$ cat src/sv/wbog_pkg.sv
// ----------------------------------------------------------------------------
// wbog_pkg: shared types and constants
// Command/status structs, register indexes, copy path codes and routing.
// ----------------------------------------------------------------------------
`default_nettype none

package wbog_pkg;

  localparam int unsigned BW    = 48;  // counter / bandwidth width
  localparam int unsigned DVD_W = 58;  // divider dividend width
  localparam int unsigned DVS_W = 32;  // divider divisor width

  localparam logic [BW-1:0] MASK48 = {BW{1'b1}};

  // copy path codes
  localparam logic [2:0] MODE_MEMCPY = 3'd0;
  localparam logic [2:0] MODE_DMA    = 3'd1;
  localparam logic [2:0] MODE_USER   = 3'd3;
  localparam logic [2:0] MODE_SEM    = 3'd4;

  // register indexes
  localparam logic [2:0] REG_ACCT   = 3'd0;
  localparam logic [2:0] REG_PERIOD = 3'd1;
  localparam logic [2:0] REG_MAXBW  = 3'd2;
  localparam logic [2:0] REG_THRESH = 3'd3;
  localparam logic [2:0] REG_PIN    = 3'd4;
  localparam logic [2:0] REG_MODE   = 3'd5;
  localparam logic [2:0] REG_MINSZ  = 3'd6;

  // command codes
  localparam logic CMD_WRITE = 1'b0;
  localparam logic CMD_TICK  = 1'b1;

  typedef struct packed {
    logic capture;    // register the accepted request
    logic walk_clr;   // clear sum / active count / walk index
    logic walk_en;    // read next counter entry
    logic prep;       // register products and elapsed time
    logic div_start;
    logic div_sel;    // 0 quota share, 1 bandwidth
    logic share_ld;
    logic bw_ld;
    logic close_fin;  // commit period close
    logic rd;         // read requester counter
    logic upd;        // count write and decide
    logic plain;      // tick or unaccounted write
    logic out_ld;
  } wbog_cmd_t;

  typedef struct packed {
    logic in_plain;   // incoming request is a tick or accounting is off
    logic in_past;    // clock is past the period end
    logic walk_last;
    logic div_done;
    logic out_free;
  } wbog_sts_t;

  typedef struct packed {
    logic [2:0] path;
    logic       pinned;
  } wbog_route_t;

  function automatic wbog_route_t wbog_route(logic [2:0] cm, logic short_len,
                                             logic off, logic acc, logic pin);
    wbog_route_t r;
    logic [2:0]  m;
    m = (cm > MODE_SEM) ? MODE_USER : cm;
    if (short_len || !off) m = MODE_USER;
    r.pinned = (m != MODE_USER) && (m != MODE_SEM) && acc && pin;
    if (m == MODE_DMA && !r.pinned) m = MODE_MEMCPY;
    r.path = m;
    return r;
  endfunction

endpackage

`default_nettype wire

$ cat src/sv/wbog_if.sv
// ----------------------------------------------------------------------------
// wbog_if: channel interfaces
// Request, result and register write channels with valid/ready.
// ----------------------------------------------------------------------------
`default_nettype none

interface wbog_in_if;
  logic        valid;
  logic        ready;
  logic        cmd;
  logic [2:0]  requester;
  logic [31:0] length;
  logic        src_accessible;
  modport source (output valid, cmd, requester, length, src_accessible, input ready);
  modport sink   (input valid, cmd, requester, length, src_accessible, output ready);
endinterface

interface wbog_out_if;
  logic        valid;
  logic        ready;
  logic [2:0]  path;
  logic        offload;
  logic        pinned_source;
  logic        period_closed;
  logic        on_cpu_mode;
  logic [47:0] period_bytes;
  logic [47:0] bandwidth;
  modport source (output valid, path, offload, pinned_source, period_closed, on_cpu_mode,
                  period_bytes, bandwidth, input ready);
  modport sink   (input valid, path, offload, pinned_source, period_closed, on_cpu_mode,
                  period_bytes, bandwidth, output ready);
endinterface

interface wbog_cfg_if;
  logic        valid;
  logic        ready;
  logic [2:0]  index;
  logic [31:0] data;
  modport source (output valid, index, data, input ready);
  modport sink   (input valid, index, data, output ready);
endinterface

`default_nettype wire

$ cat src/sv/write_bandwidth_offload_governor_top.sv
// ----------------------------------------------------------------------------
// write_bandwidth_offload_governor_top: write path governor
// Picks the copy path of each write request from per-requester accounting.
// ----------------------------------------------------------------------------
//  channel | dir | carries
//  in_i    | in  | cmd, requester, length, src_accessible
//  out_o   | out | path, offload, pinned_source, period_closed, on_cpu_mode,
//          |     | period_bytes, bandwidth
//  cfg_i   | in  | index, data (register write, always ready)
//
//  Tick or unaccounted write: one plain step (ST_PLAIN), then the result is
//  registered into out_o from ST_DONE.
//  Accounted write without close: counter memory read (ST_RD), update
//  (ST_UPD), then the result is registered into out_o from ST_DONE.
//  Period close comes before the read: counter walk through the memory
//  port and two 58-step passes of the shared serial divider.
//  One request in flight; in_i.ready is low until its result enters out_o.
//  A stalled result holds out_o and the next result waits in the sequencer.
//  Reset is asynchronous and clears accounting state; counter memory is not reset (nz_q marks entries as zero).
// ----------------------------------------------------------------------------
`default_nettype none

module write_bandwidth_offload_governor_top
  import wbog_pkg::*;
#(
  parameter int unsigned NUM_CPUS = 8
) (
  input  wire logic clk_i,
  input  wire logic rst_ni,
  wbog_in_if.sink   in_i,
  wbog_out_if.source out_o,
  wbog_cfg_if.sink  cfg_i
);

  wbog_cmd_t cmd;   // sequencer -> datapath commands
  wbog_sts_t sts;   // datapath status back to sequencer

  // request acceptance is owned by the sequencer
  wbog_ctrl u_ctrl (
    .clk_i, .rst_ni,
    .in_valid_i (in_i.valid),
    .in_ready_o (in_i.ready),
    .sts_i      (sts),
    .cmd_o      (cmd)
  );

  // all storage and arithmetic
  wbog_dp #(.NUM_CPUS(NUM_CPUS)) u_dp (
    .clk_i, .rst_ni,
    .in_i, .out_o, .cfg_i,
    .cmd_i (cmd),
    .sts_o (sts)
  );

endmodule

`default_nettype wire

$ cat src/sv/wbog_div.sv
// ----------------------------------------------------------------------------
// wbog_div: iterative restoring divider
// One quotient bit per cycle; done pulses when the quotient is ready.
// ----------------------------------------------------------------------------
`default_nettype none

module wbog_div
  import wbog_pkg::*;
(
  input  wire logic             clk_i,
  input  wire logic             rst_ni,
  input  wire logic             start_i,
  input  wire logic [DVD_W-1:0] dividend_i,
  input  wire logic [DVS_W-1:0] divisor_i,
  output logic                  done_o,
  output logic [DVD_W-1:0]      quo_o
);

  localparam int unsigned CNT_W = $clog2(DVD_W + 1);

  logic [DVS_W:0]   rem_q, rem_sh, diff;
  logic [DVD_W-1:0] quo_q;
  logic [DVS_W-1:0] dvs_q;
  logic [CNT_W-1:0] cnt_q;
  logic             busy_q, done_q;

  assign rem_sh = {rem_q[DVS_W-1:0], quo_q[DVD_W-1]};
  assign diff   = rem_sh - {1'b0, dvs_q};

  always_ff @(posedge clk_i or negedge rst_ni) begin
    if (!rst_ni) begin
      busy_q <= 1'b0;
      done_q <= 1'b0;
      cnt_q  <= '0;
    end else begin
      done_q <= 1'b0;
      if (start_i) begin
        busy_q <= 1'b1;
        cnt_q  <= CNT_W'(DVD_W);
      end else if (busy_q) begin
        cnt_q <= cnt_q - 1'b1;
        if (cnt_q == CNT_W'(1)) begin
          busy_q <= 1'b0;
          done_q <= 1'b1;
        end
      end
    end
  end

  always_ff @(posedge clk_i) begin
    if (start_i) begin
      rem_q <= '0;
      quo_q <= dividend_i;
      dvs_q <= divisor_i;
    end else if (busy_q) begin
      if (!diff[DVS_W]) begin
        rem_q <= diff;
        quo_q <= {quo_q[DVD_W-2:0], 1'b1};
      end else begin
        rem_q <= rem_sh;
        quo_q <= {quo_q[DVD_W-2:0], 1'b0};
      end
    end
  end

  assign done_o = done_q;
  assign quo_o  = quo_q;

endmodule

`default_nettype wire

$ cat src/sv/wbog_ctrl.sv
// ----------------------------------------------------------------------------
// wbog_ctrl: sequencing state machine
// Steps a request through the plain path or period close and counting, then result hand-off.
// ----------------------------------------------------------------------------
`default_nettype none

module wbog_ctrl
  import wbog_pkg::*;
(
  input  wire logic      clk_i,
  input  wire logic      rst_ni,
  input  wire logic      in_valid_i,
  output logic           in_ready_o,
  input  wire wbog_sts_t sts_i,
  output wbog_cmd_t      cmd_o
);

  typedef enum logic [3:0] {
    ST_IDLE, ST_PLAIN, ST_WALK, ST_WEND, ST_PREP, ST_DIVS, ST_DIVSW,
    ST_DIVB, ST_DIVBW, ST_CLOSE, ST_RD, ST_UPD, ST_DONE
  } state_e;

  state_e state_q, state_d;

  assign in_ready_o = (state_q == ST_IDLE);

  always_comb begin
    cmd_o   = '0;
    state_d = state_q;
    unique case (state_q)
      ST_IDLE: begin
        if (in_valid_i) begin
          cmd_o.capture  = 1'b1;
          cmd_o.walk_clr = 1'b1;
          if (sts_i.in_plain)     state_d = ST_PLAIN;
          else if (sts_i.in_past) state_d = ST_WALK;
          else                    state_d = ST_RD;
        end
      end
      ST_PLAIN: begin
        cmd_o.plain = 1'b1;
        state_d     = ST_DONE;
      end
      ST_WALK: begin
        cmd_o.walk_en = 1'b1;
        if (sts_i.walk_last) state_d = ST_WEND;
      end
      ST_WEND: state_d = ST_PREP;
      ST_PREP: begin
        cmd_o.prep = 1'b1;
        state_d    = ST_DIVS;
      end
      ST_DIVS: begin
        cmd_o.div_start = 1'b1;
        state_d         = ST_DIVSW;
      end
      ST_DIVSW: begin
        if (sts_i.div_done) begin
          cmd_o.share_ld = 1'b1;
          state_d        = ST_DIVB;
        end
      end
      ST_DIVB: begin
        cmd_o.div_start = 1'b1;
        cmd_o.div_sel   = 1'b1;
        state_d         = ST_DIVBW;
      end
      ST_DIVBW: begin
        if (sts_i.div_done) begin
          cmd_o.bw_ld = 1'b1;
          state_d     = ST_CLOSE;
        end
      end
      ST_CLOSE: begin
        cmd_o.close_fin = 1'b1;
        state_d         = ST_RD;
      end
      ST_RD: begin
        cmd_o.rd = 1'b1;
        state_d  = ST_UPD;
      end
      ST_UPD: begin
        cmd_o.upd = 1'b1;
        state_d   = ST_DONE;
      end
      ST_DONE: begin
        if (sts_i.out_free) begin
          cmd_o.out_ld = 1'b1;
          state_d      = ST_IDLE;
        end
      end
      default: state_d = ST_IDLE;
    endcase
  end

  always_ff @(posedge clk_i or negedge rst_ni) begin
    if (!rst_ni) state_q <= ST_IDLE;
    else         state_q <= state_d;
  end

`ifndef SYNTHESIS
  a_div_done_wait: assert property (@(posedge clk_i) disable iff (!rst_ni)
    sts_i.div_done |-> (state_q == ST_DIVSW || state_q == ST_DIVBW))
    else $error("divider finished outside a wait state");
  a_accept_busy: assert property (@(posedge clk_i) disable iff (!rst_ni)
    (in_valid_i && in_ready_o) |=> !in_ready_o)
    else $error("request accepted while still busy");
  a_upd_done: assert property (@(posedge clk_i) disable iff (!rst_ni)
    cmd_o.upd |=> (state_q == ST_DONE))
    else $error("count step not followed by hand-off");
`endif

endmodule

`default_nettype wire

$ cat src/sv/wbog_dp.sv
// ----------------------------------------------------------------------------
// wbog_dp: governor datapath
// Registers, byte counter memory, period close arithmetic and result register.
// ----------------------------------------------------------------------------
`default_nettype none

module wbog_dp
  import wbog_pkg::*;
#(
  parameter int unsigned NUM_CPUS = 8
) (
  input  wire logic      clk_i,
  input  wire logic      rst_ni,
  wbog_in_if.sink        in_i,
  wbog_out_if.source     out_o,
  wbog_cfg_if.sink       cfg_i,
  input  wire wbog_cmd_t cmd_i,
  output wbog_sts_t      sts_o
);

  localparam int unsigned IW = (NUM_CPUS > 1) ? $clog2(NUM_CPUS) : 1;
  localparam int unsigned AW = $clog2(NUM_CPUS + 1);

  // configuration
  logic        acct_q, pin_q;
  logic [15:0] period_q, maxbw_q, thresh_q;
  logic [2:0]  mode_q;
  logic [31:0] minsz_q;

  assign cfg_i.ready = 1'b1;

  always_ff @(posedge clk_i or negedge rst_ni) begin
    if (!rst_ni) begin
      acct_q   <= 1'b0;
      period_q <= 16'd1000;
      maxbw_q  <= 16'd800;
      thresh_q <= 16'd500;
      pin_q    <= 1'b1;
      mode_q   <= MODE_USER;
      minsz_q  <= 32'd4096;
    end else if (cfg_i.valid) begin
      unique case (cfg_i.index)
        REG_ACCT:   acct_q   <= cfg_i.data[0];
        REG_PERIOD: period_q <= cfg_i.data[15:0];
        REG_MAXBW:  maxbw_q  <= cfg_i.data[15:0];
        REG_THRESH: thresh_q <= cfg_i.data[15:0];
        REG_PIN:    pin_q    <= cfg_i.data[0];
        REG_MODE:   mode_q   <= cfg_i.data[2:0];
        REG_MINSZ:  minsz_q  <= cfg_i.data;
        default: ;
      endcase
    end
  end

  // captured request
  logic        cmd_q, acc_q;
  logic [2:0]  req_q;
  logic [31:0] len_q;

  always_ff @(posedge clk_i) begin
    if (cmd_i.capture) begin
      cmd_q <= in_i.cmd;
      req_q <= in_i.requester;
      len_q <= in_i.length;
      acc_q <= in_i.src_accessible;
    end
  end

  logic          in_range;
  logic [IW-1:0] req_idx;
  assign in_range = 32'(req_q) < NUM_CPUS;
  assign req_idx  = IW'(req_q);

  // state
  logic [31:0]         now_q, start_q, end_q;
  logic                on_cpu_q, closed_q;
  logic [BW-1:0]       lbytes_q, lbw_q, share_q;
  logic [NUM_CPUS-1:0] nz_q, qact_q;

  // counter memory
  logic [BW-1:0] mem_q [NUM_CPUS];
  logic [BW-1:0] rd_q;
  logic          rd_nz_q, pend_q;
  logic [IW-1:0] walk_q, rd_addr;

  // counting
  logic [BW:0]    cnt_add;
  logic [BW-1:0]  cnt_cur, cnt_new, total, lim;
  logic           off_w;

  assign rd_addr = cmd_i.rd ? req_idx : walk_q;

  always_ff @(posedge clk_i) begin
    if (cmd_i.rd || cmd_i.walk_en) rd_q <= mem_q[rd_addr];
    if (cmd_i.upd && in_range)     mem_q[req_idx] <= cnt_new;
  end

  // walk accumulators
  logic [BW-1:0] sum_q;
  logic [AW-1:0] act_q;
  logic [BW:0]   sum_add;
  assign sum_add = {1'b0, sum_q} + {1'b0, (rd_nz_q ? rd_q : '0)};

  assign cnt_cur = nz_q[req_idx] ? rd_q : '0;
  assign cnt_add = {1'b0, cnt_cur} + (BW+1)'(len_q);
  assign cnt_new = cnt_add[BW] ? MASK48 : cnt_add[BW-1:0];
  assign total   = in_range ? cnt_new : BW'(len_q);
  assign lim     = (in_range && qact_q[req_idx]) ? share_q : '0;
  assign off_w   = !on_cpu_q && (total > lim);

  // close arithmetic
  logic [31:0]      prod_q, elap_q, dvs_share_q, elap_d;
  logic [DVD_W-1:0] sum1k_q;
  logic [BW-1:0]    bw_new_q;
  logic [DVD_W-1:0] dvd;
  logic [DVS_W-1:0] dvs;
  logic             div_done;
  logic [DVD_W-1:0] quo;

  assign elap_d = now_q - start_q;
  assign dvd    = cmd_i.div_sel ? sum1k_q : DVD_W'({prod_q, 20'b0});
  assign dvs    = cmd_i.div_sel ? elap_q : dvs_share_q;

  wbog_div u_div (
    .clk_i, .rst_ni,
    .start_i    (cmd_i.div_start),
    .dividend_i (dvd),
    .divisor_i  (dvs),
    .done_o     (div_done),
    .quo_o      (quo)
  );

  always_ff @(posedge clk_i) begin
    if (cmd_i.prep) begin
      prod_q      <= 32'(maxbw_q) * 32'(period_q);
      sum1k_q     <= DVD_W'(sum_q) * DVD_W'(10'd1000);
      dvs_share_q <= 32'(32'(act_q) * 32'd1000);
      elap_q      <= (elap_d == 32'd0) ? 32'd1 : elap_d;
    end
    if (cmd_i.bw_ld) bw_new_q <= (|quo[DVD_W-1:BW]) ? MASK48 : quo[BW-1:0];
  end

  // result
  wbog_route_t rt, res_q;
  logic        res_off_q;
  logic        rt_off;
  assign rt_off = cmd_i.upd ? off_w : 1'b1;
  assign rt     = wbog_route(mode_q, len_q < minsz_q, rt_off, acc_q, pin_q);

  logic out_valid_q;
  assign sts_o.out_free  = !out_valid_q || out_o.ready;
  assign sts_o.in_plain  = (in_i.cmd == CMD_TICK) || !acct_q;
  assign sts_o.in_past   = (end_q - now_q) >> 31 != 32'd0;
  assign sts_o.walk_last = (32'(walk_q) == NUM_CPUS - 1);
  assign sts_o.div_done  = div_done;

  always_ff @(posedge clk_i) begin
    if (cmd_i.plain) begin
      res_q     <= (cmd_q == CMD_TICK) ? '0 : rt;
      res_off_q <= (cmd_q != CMD_TICK);
    end else if (cmd_i.upd) begin
      res_q     <= rt;
      res_off_q <= off_w;
    end
    if (cmd_i.out_ld) begin
      out_o.path          <= res_q.path;
      out_o.pinned_source <= res_q.pinned;
      out_o.offload       <= res_off_q;
      out_o.period_closed <= closed_q;
      out_o.on_cpu_mode   <= on_cpu_q;
      out_o.period_bytes  <= lbytes_q;
      out_o.bandwidth     <= lbw_q;
    end
  end

  assign out_o.valid = out_valid_q;

  always_ff @(posedge clk_i or negedge rst_ni) begin
    if (!rst_ni) begin
      out_valid_q <= 1'b0;
      now_q       <= '0;
      start_q     <= '0;
      end_q       <= '0;
      on_cpu_q    <= 1'b0;
      closed_q    <= 1'b0;
      lbytes_q    <= '0;
      lbw_q       <= '0;
      share_q     <= '0;
      nz_q        <= '0;
      qact_q      <= '0;
      walk_q      <= '0;
      sum_q       <= '0;
      act_q       <= '0;
      pend_q      <= 1'b0;
      rd_nz_q     <= 1'b0;
    end else begin
      if (cmd_i.out_ld)     out_valid_q <= 1'b1;
      else if (out_o.ready) out_valid_q <= 1'b0;
      pend_q <= cmd_i.walk_en;
      if (cmd_i.walk_en) rd_nz_q <= nz_q[walk_q];
      if (cmd_i.capture) closed_q <= 1'b0;
      if (cmd_i.walk_clr) begin
        walk_q <= '0;
        sum_q  <= '0;
        act_q  <= '0;
      end else begin
        if (cmd_i.walk_en) walk_q <= walk_q + 1'b1;
        if (pend_q) begin
          sum_q <= sum_add[BW] ? MASK48 : sum_add[BW-1:0];
          act_q <= act_q + AW'(rd_nz_q);
        end
      end
      if (cmd_i.plain && cmd_q == CMD_TICK) now_q <= now_q + 32'd1;
      if (cmd_i.share_ld) share_q <= (act_q == '0) ? '0 : quo[BW-1:0];
      if (cmd_i.close_fin) begin
        closed_q <= 1'b1;
        qact_q   <= nz_q;
        nz_q     <= '0;
        lbytes_q <= sum_q;
        lbw_q    <= bw_new_q;
        on_cpu_q <= bw_new_q[BW-1:20] < 28'(thresh_q);
        start_q  <= now_q;
        end_q    <= now_q + 32'(period_q);
      end
      if (cmd_i.upd && in_range && cnt_new != '0) nz_q[req_idx] <= 1'b1;
    end
  end

endmodule

`default_nettype wire
$ cat src/flat_wrapper.sv
// flat-port wrapper written by rule: the top's interface ports become plain ports
module write_bandwidth_offload_governor_top_flat import wbog_pkg::*;
#(
  parameter int unsigned NUM_CPUS = 8
)
  (clk_i, rst_ni, in_i_valid, in_i_cmd, in_i_requester, in_i_length, in_i_src_accessible, in_i_ready, out_o_valid, out_o_path, out_o_offload, out_o_pinned_source, out_o_period_closed, out_o_on_cpu_mode, out_o_period_bytes, out_o_bandwidth, out_o_ready, cfg_i_valid, cfg_i_index, cfg_i_data, cfg_i_ready);
  wbog_in_if in_i_i ();
  wbog_out_if out_o_i ();
  wbog_cfg_if cfg_i_i ();
  input  wire logic clk_i;
  input  wire logic rst_ni;
  input wire logic [$bits(in_i_i.valid)-1:0] in_i_valid;
  input wire logic [$bits(in_i_i.cmd)-1:0] in_i_cmd;
  input wire logic [$bits(in_i_i.requester)-1:0] in_i_requester;
  input wire logic [$bits(in_i_i.length)-1:0] in_i_length;
  input wire logic [$bits(in_i_i.src_accessible)-1:0] in_i_src_accessible;
  output wire logic [$bits(in_i_i.ready)-1:0] in_i_ready;
  output wire logic [$bits(out_o_i.valid)-1:0] out_o_valid;
  output wire logic [$bits(out_o_i.path)-1:0] out_o_path;
  output wire logic [$bits(out_o_i.offload)-1:0] out_o_offload;
  output wire logic [$bits(out_o_i.pinned_source)-1:0] out_o_pinned_source;
  output wire logic [$bits(out_o_i.period_closed)-1:0] out_o_period_closed;
  output wire logic [$bits(out_o_i.on_cpu_mode)-1:0] out_o_on_cpu_mode;
  output wire logic [$bits(out_o_i.period_bytes)-1:0] out_o_period_bytes;
  output wire logic [$bits(out_o_i.bandwidth)-1:0] out_o_bandwidth;
  input wire logic [$bits(out_o_i.ready)-1:0] out_o_ready;
  input wire logic [$bits(cfg_i_i.valid)-1:0] cfg_i_valid;
  input wire logic [$bits(cfg_i_i.index)-1:0] cfg_i_index;
  input wire logic [$bits(cfg_i_i.data)-1:0] cfg_i_data;
  output wire logic [$bits(cfg_i_i.ready)-1:0] cfg_i_ready;
  assign in_i_i.valid = in_i_valid;
  assign in_i_i.cmd = in_i_cmd;
  assign in_i_i.requester = in_i_requester;
  assign in_i_i.length = in_i_length;
  assign in_i_i.src_accessible = in_i_src_accessible;
  assign in_i_ready = in_i_i.ready;
  assign out_o_valid = out_o_i.valid;
  assign out_o_path = out_o_i.path;
  assign out_o_offload = out_o_i.offload;
  assign out_o_pinned_source = out_o_i.pinned_source;
  assign out_o_period_closed = out_o_i.period_closed;
  assign out_o_on_cpu_mode = out_o_i.on_cpu_mode;
  assign out_o_period_bytes = out_o_i.period_bytes;
  assign out_o_bandwidth = out_o_i.bandwidth;
  assign out_o_i.ready = out_o_ready;
  assign cfg_i_i.valid = cfg_i_valid;
  assign cfg_i_i.index = cfg_i_index;
  assign cfg_i_i.data = cfg_i_data;
  assign cfg_i_ready = cfg_i_i.ready;
  write_bandwidth_offload_governor_top #(.NUM_CPUS(NUM_CPUS)) u_core (.clk_i(clk_i), .rst_ni(rst_ni), .in_i(in_i_i), .out_o(out_o_i), .cfg_i(cfg_i_i));
endmodule
$ cat config.mk
export PLATFORM = sky130hd
export DESIGN_NAME = write_bandwidth_offload_governor_top_flat
export DESIGN_NICKNAME = d
export VERILOG_FILES = /design/src/sv/wbog_pkg.sv /design/src/sv/wbog_if.sv /design/src/sv/write_bandwidth_offload_governor_top.sv /design/src/sv/wbog_div.sv /design/src/sv/wbog_ctrl.sv /design/src/sv/wbog_dp.sv /design/src/flat_wrapper.sv
export SDC_FILE = /design/constraint.sdc
export NUM_CORES = 2
export LEC_CHECK = 0
export ABC_AREA = 1
export BUFFER_PORTS_ARGS = -buffer_cell sky130_fd_sc_hd__buf_2
export CELL_PAD_IN_SITES_DETAIL_PLACEMENT = 2
export CELL_PAD_IN_SITES_GLOBAL_PLACEMENT = 2
export CORE_ASPECT_RATIO = 1.1
export CORE_MARGIN = 2
export CORE_UTILIZATION = 45
export DETAILED_ROUTE_END_ITERATION = 10
export HOLD_SLACK_MARGIN = 0.12
export PLACE_DENSITY = 0.86
export SLEW_MARGIN = 10
export SYNTH_ARGS = -nofsm -noshare
export SYNTH_HDL_FRONTEND = slang
export SYNTH_SLANG_ARGS = --single-unit
$ cat constraint.sdc
create_clock -name clk_i -period 13.5 [get_ports clk_i]
set_input_delay 2.025 -clock clk_i [delete_from_list [all_inputs] [get_ports clk_i]]
set_output_delay 2.025 -clock clk_i [all_outputs]
set_load 0.005 [all_outputs]
==> impl_metrics.ini <==
[logic_synthesis]
ys.flop_type = edfxtp_1
yosysTopAreaCell = edfxtp_1
avgSynthCellArea_um2 = 9.481
synthCells = 8333
ys_ff_latch = 1290
synth_top_family_by_area = adder cells
synth_fa_ha_area_share_pct = 18.16
synth_xor_area_share_pct = 2.583
yosysSeqAreaShare_pct = 46.04
synth_compound_area_share_pct = 11.28
synth_edf_count = 845
ys_warn_count = 0
syn-cell-area_um2 = 79000
synth_mux_area_share_pct = 0.1568
synth.top_cell.area_share_pct = 32.12
yosysMostFrequentCell = nand2_1
async_reset_ff_share_pct = 32.02
synthTopCellsByCount = 1673 x nand2_1, 1182 x inv_1, 845 x edfxtp_1
synth_area_leaders = edfxtp_1 32%, dfrtp_1 12%, fa_1 9.8%, ha_1 8.3%, nand2_1 7.9%
ys_types = 67
syn_nets = 9324
synthSimpleGateAreaFrac_pct = 14.62

[floorplanning]
die_area_um2 = 178900
die_y_um = 443.5
ios = 183
dieWidth_um = 403.5
rows = 161
start_util_pct = 45.24
coreArea_um2 = 174700

[flow_run]
max_cap_violations = 0

[routing]
via_count = 65949
wl_per_cell_um = 31.06
viasPerCell = 6.086
drt_pass1_iterations = 6
routed_wl_mm = 336.6
ant_nets = 0
drt-initial-drc-count = 5745
drc = 0

[setup_path]
worstPathArrival_ps = 9620
required_ps = 14180
cp-startpoint = u_core.u_dp.req_idx[0]
rrSetupSlack_ps = 4550
critPathSlowestCell = nor4_1
r2r_cells = 34
critPathLaunchType = flip-flop
worstSetupPathType = reg2reg
worstReg2RegStart = u_core.u_dp.req_idx[0]
path_max_fanout = 40
endpoint_kind = flip-flop
reg2reg_to = u_core.u_dp.res_q[0]
critPathMaxStageDelay_ps = 860
worstSetupEndpoint = u_core.u_dp.res_q[0]
cp_common_cell = nand2_1

[placement]
dp_slack_ps = 5047
place_congestion = 0.9171
io_buffers = 181
hpwlAfterDp_mm = 229.1

[clock_tree]
clk_latency_ps = 850
path_clk_slew_ps = 70
clockBufferDepth = 3
post_cts_resized = 0
root_buffer = clkbuf_16
h-tree-depth = 4
cts_setup_buffers = 0
cts_made_buffers = 145
cts_num_sinks = 1290
cts_tree = built
cts_hold_buf = 0

[grt]
grt_max_degree = 134
grt_pass1_vias = 74872
antenna_found_initial = 24
grt_use_total_pct = 37.42
grt_overflow = 0
grt_pass1_wl_mm = 498.5

[timing]
hold_violations = 0
setup_violations = 0
rsz0062_at_grt = no
fmax_mhz = 111.8
setup_tns_ps = 0
fin_crit_ps = 8946
slew_viol_final = 0
finClkSkew_ps = 51.55
whs_ps = 423.7
timing.max_slew.rel_slack_pct = 18.57
worstMarginPinSlew_ps = 1219
finalCritPeriodShare_pct = 66.27
layout_setup_ws_ps = 4554

[finish]
num-fill-cells = 18092
syn2layout_area_growth_pct = 10.06
finish.net_count = 9408
drive_above_1_share_pct = 6.850

[power]
p_leak_uw = 0.04053
power_density_nw_per_um2 = 276.5
ir_drop_uv = 190.8

[status]
status = finished clean

[hold_path]
hp-class = reg2reg
[layout by cell type (no fill, tap or decap), drive strengths merged, types with 156 or more instances in the layout]
cell / netlist / final
clkbuf: 268 / 208
nor2: 661 / 661
inv: 1187 / 1199
fa: 388 / 388
o21ai: 716 / 716
buf: 22 / 227
xor2: 156 / 156
nand2: 1683 / 1683
nand3: 279 / 279
dfrtp: 394 / 394
edfxtp: 845 / 845
a21oi: 405 / 405
ha: 526 / 526
[state kept, by name, summed over array words and instances, names as in the netlist, 48 cells and up]
signal	flops
u_core.u_dp.u_div.quo_o	58
u_core.u_dp.lbytes_q	48
u_core.u_dp.share_q	48
u_core.u_dp.sum1k_q	55
u_core.u_dp.out_o.bandwidth	48
u_core.u_dp.mem_q	384
u_core.u_dp.rd_q	48
u_core.u_dp.lbw_q	48
u_core.u_dp.bw_new_q	48
u_core.u_dp.out_o.period_bytes	48
u_core.u_dp.sum_q	48
[worst min-delay path by stage]
| stage | depth (start not counted) | slack (ps) | endpoint | from |
|---|---|---|---|---|
| 2_1_floorplan | 0 | 400 | u_core.u_dp.out_o.offload | u_core.u_dp.res_off_q |
| 3_3_place_gp | 0 | 410 | u_core.u_dp.out_o.path[1] | u_core.u_dp.res_q[2] |
| 3_5_place_dp | 0 | 410 | u_core.u_dp.out_o.path[1] | u_core.u_dp.res_q[2] |
| 4_1_cts | 0 | 420 | u_core.u_dp.out_o.path[1] | u_core.u_dp.res_q[2] |
| 5_1_grt | 0 | 460 | u_core.u_dp.out_o.path[1] | u_core.u_dp.res_q[2] |
| 6_report | 0 | 420 | u_core.u_dp.out_o.path[1] | u_core.u_dp.res_q[2] |
[worst max-delay path: cells and delay by family (launching register included)]
kind	cells	cell delay [ps]
buffers and inverters	3	1210
adders and majority gates	3	1110
and+or+nand+nor	27	5310
AOI/OAI and AO/OA	1	180
DFF	1	830
[power breakdown]
group          leakage (uW)  internal, uW  switching, uW
clock               0.00230          2260           1890
combinational        0.0247          4230           8770
sequential           0.0135          5700           1190
[routing by layer]
metal  GRT usage, %  vias to the layer above  part of all wire (%)
met2          64.26                     2866                    50
li1               -                    27811                     -
met3          6.848                     1012                   6.8
met4          21.47                       28                   6.2
met5              0                        -                 0.059
met1          43.90                    34232                    37
[cell families (layout without fill, tap and decap cells)]
family,count (synthesis),in the layout
muxes,11,11
adders and majority gates,914,914
buffers and inverters,1481,1688
xor gates and xnor gates,233,233
AOI/OAI and AO/OA,1585,1585
other,1,16
DFF,1290,1290
and+or+nand+nor,2818,2818
[per-stage QoR]
stage / cell area [um2] / utilization [%] / std cells / total power [uW]
final: 86950 / 49.79 / 10837 / 24040
after floorplan: 79000 / - / 8333 / 14330
after detailed placement: 82130 / 47.02 / 10552 / 19060
after global placement: 82130 / 47.02 / 10552 / 17910
after global routing: 86940 / 49.78 / 10831 / 25360
after CTS: 86910 / 49.76 / 10822 / 23910
[cell type report]
type | instances | area (um2) | area share, %
Sequential cell | 1290 | 36380 | 41.83
Clock buffer | 208 | 4088 | 4.701
Timing Repair Buffer | 227 | 1274 | 1.465
Multi-Input combinational cell | 5562 | 37150 | 42.72
Tap cell | 2282 | 2855 | 3.284
Clock inverter | 62 | 691.9 | 0.7957
Inverter | 1191 | 4481 | 5.153
Antenna cell | 15 | 37.54 | 0.04317
Power figures use the tool's default switching activity.
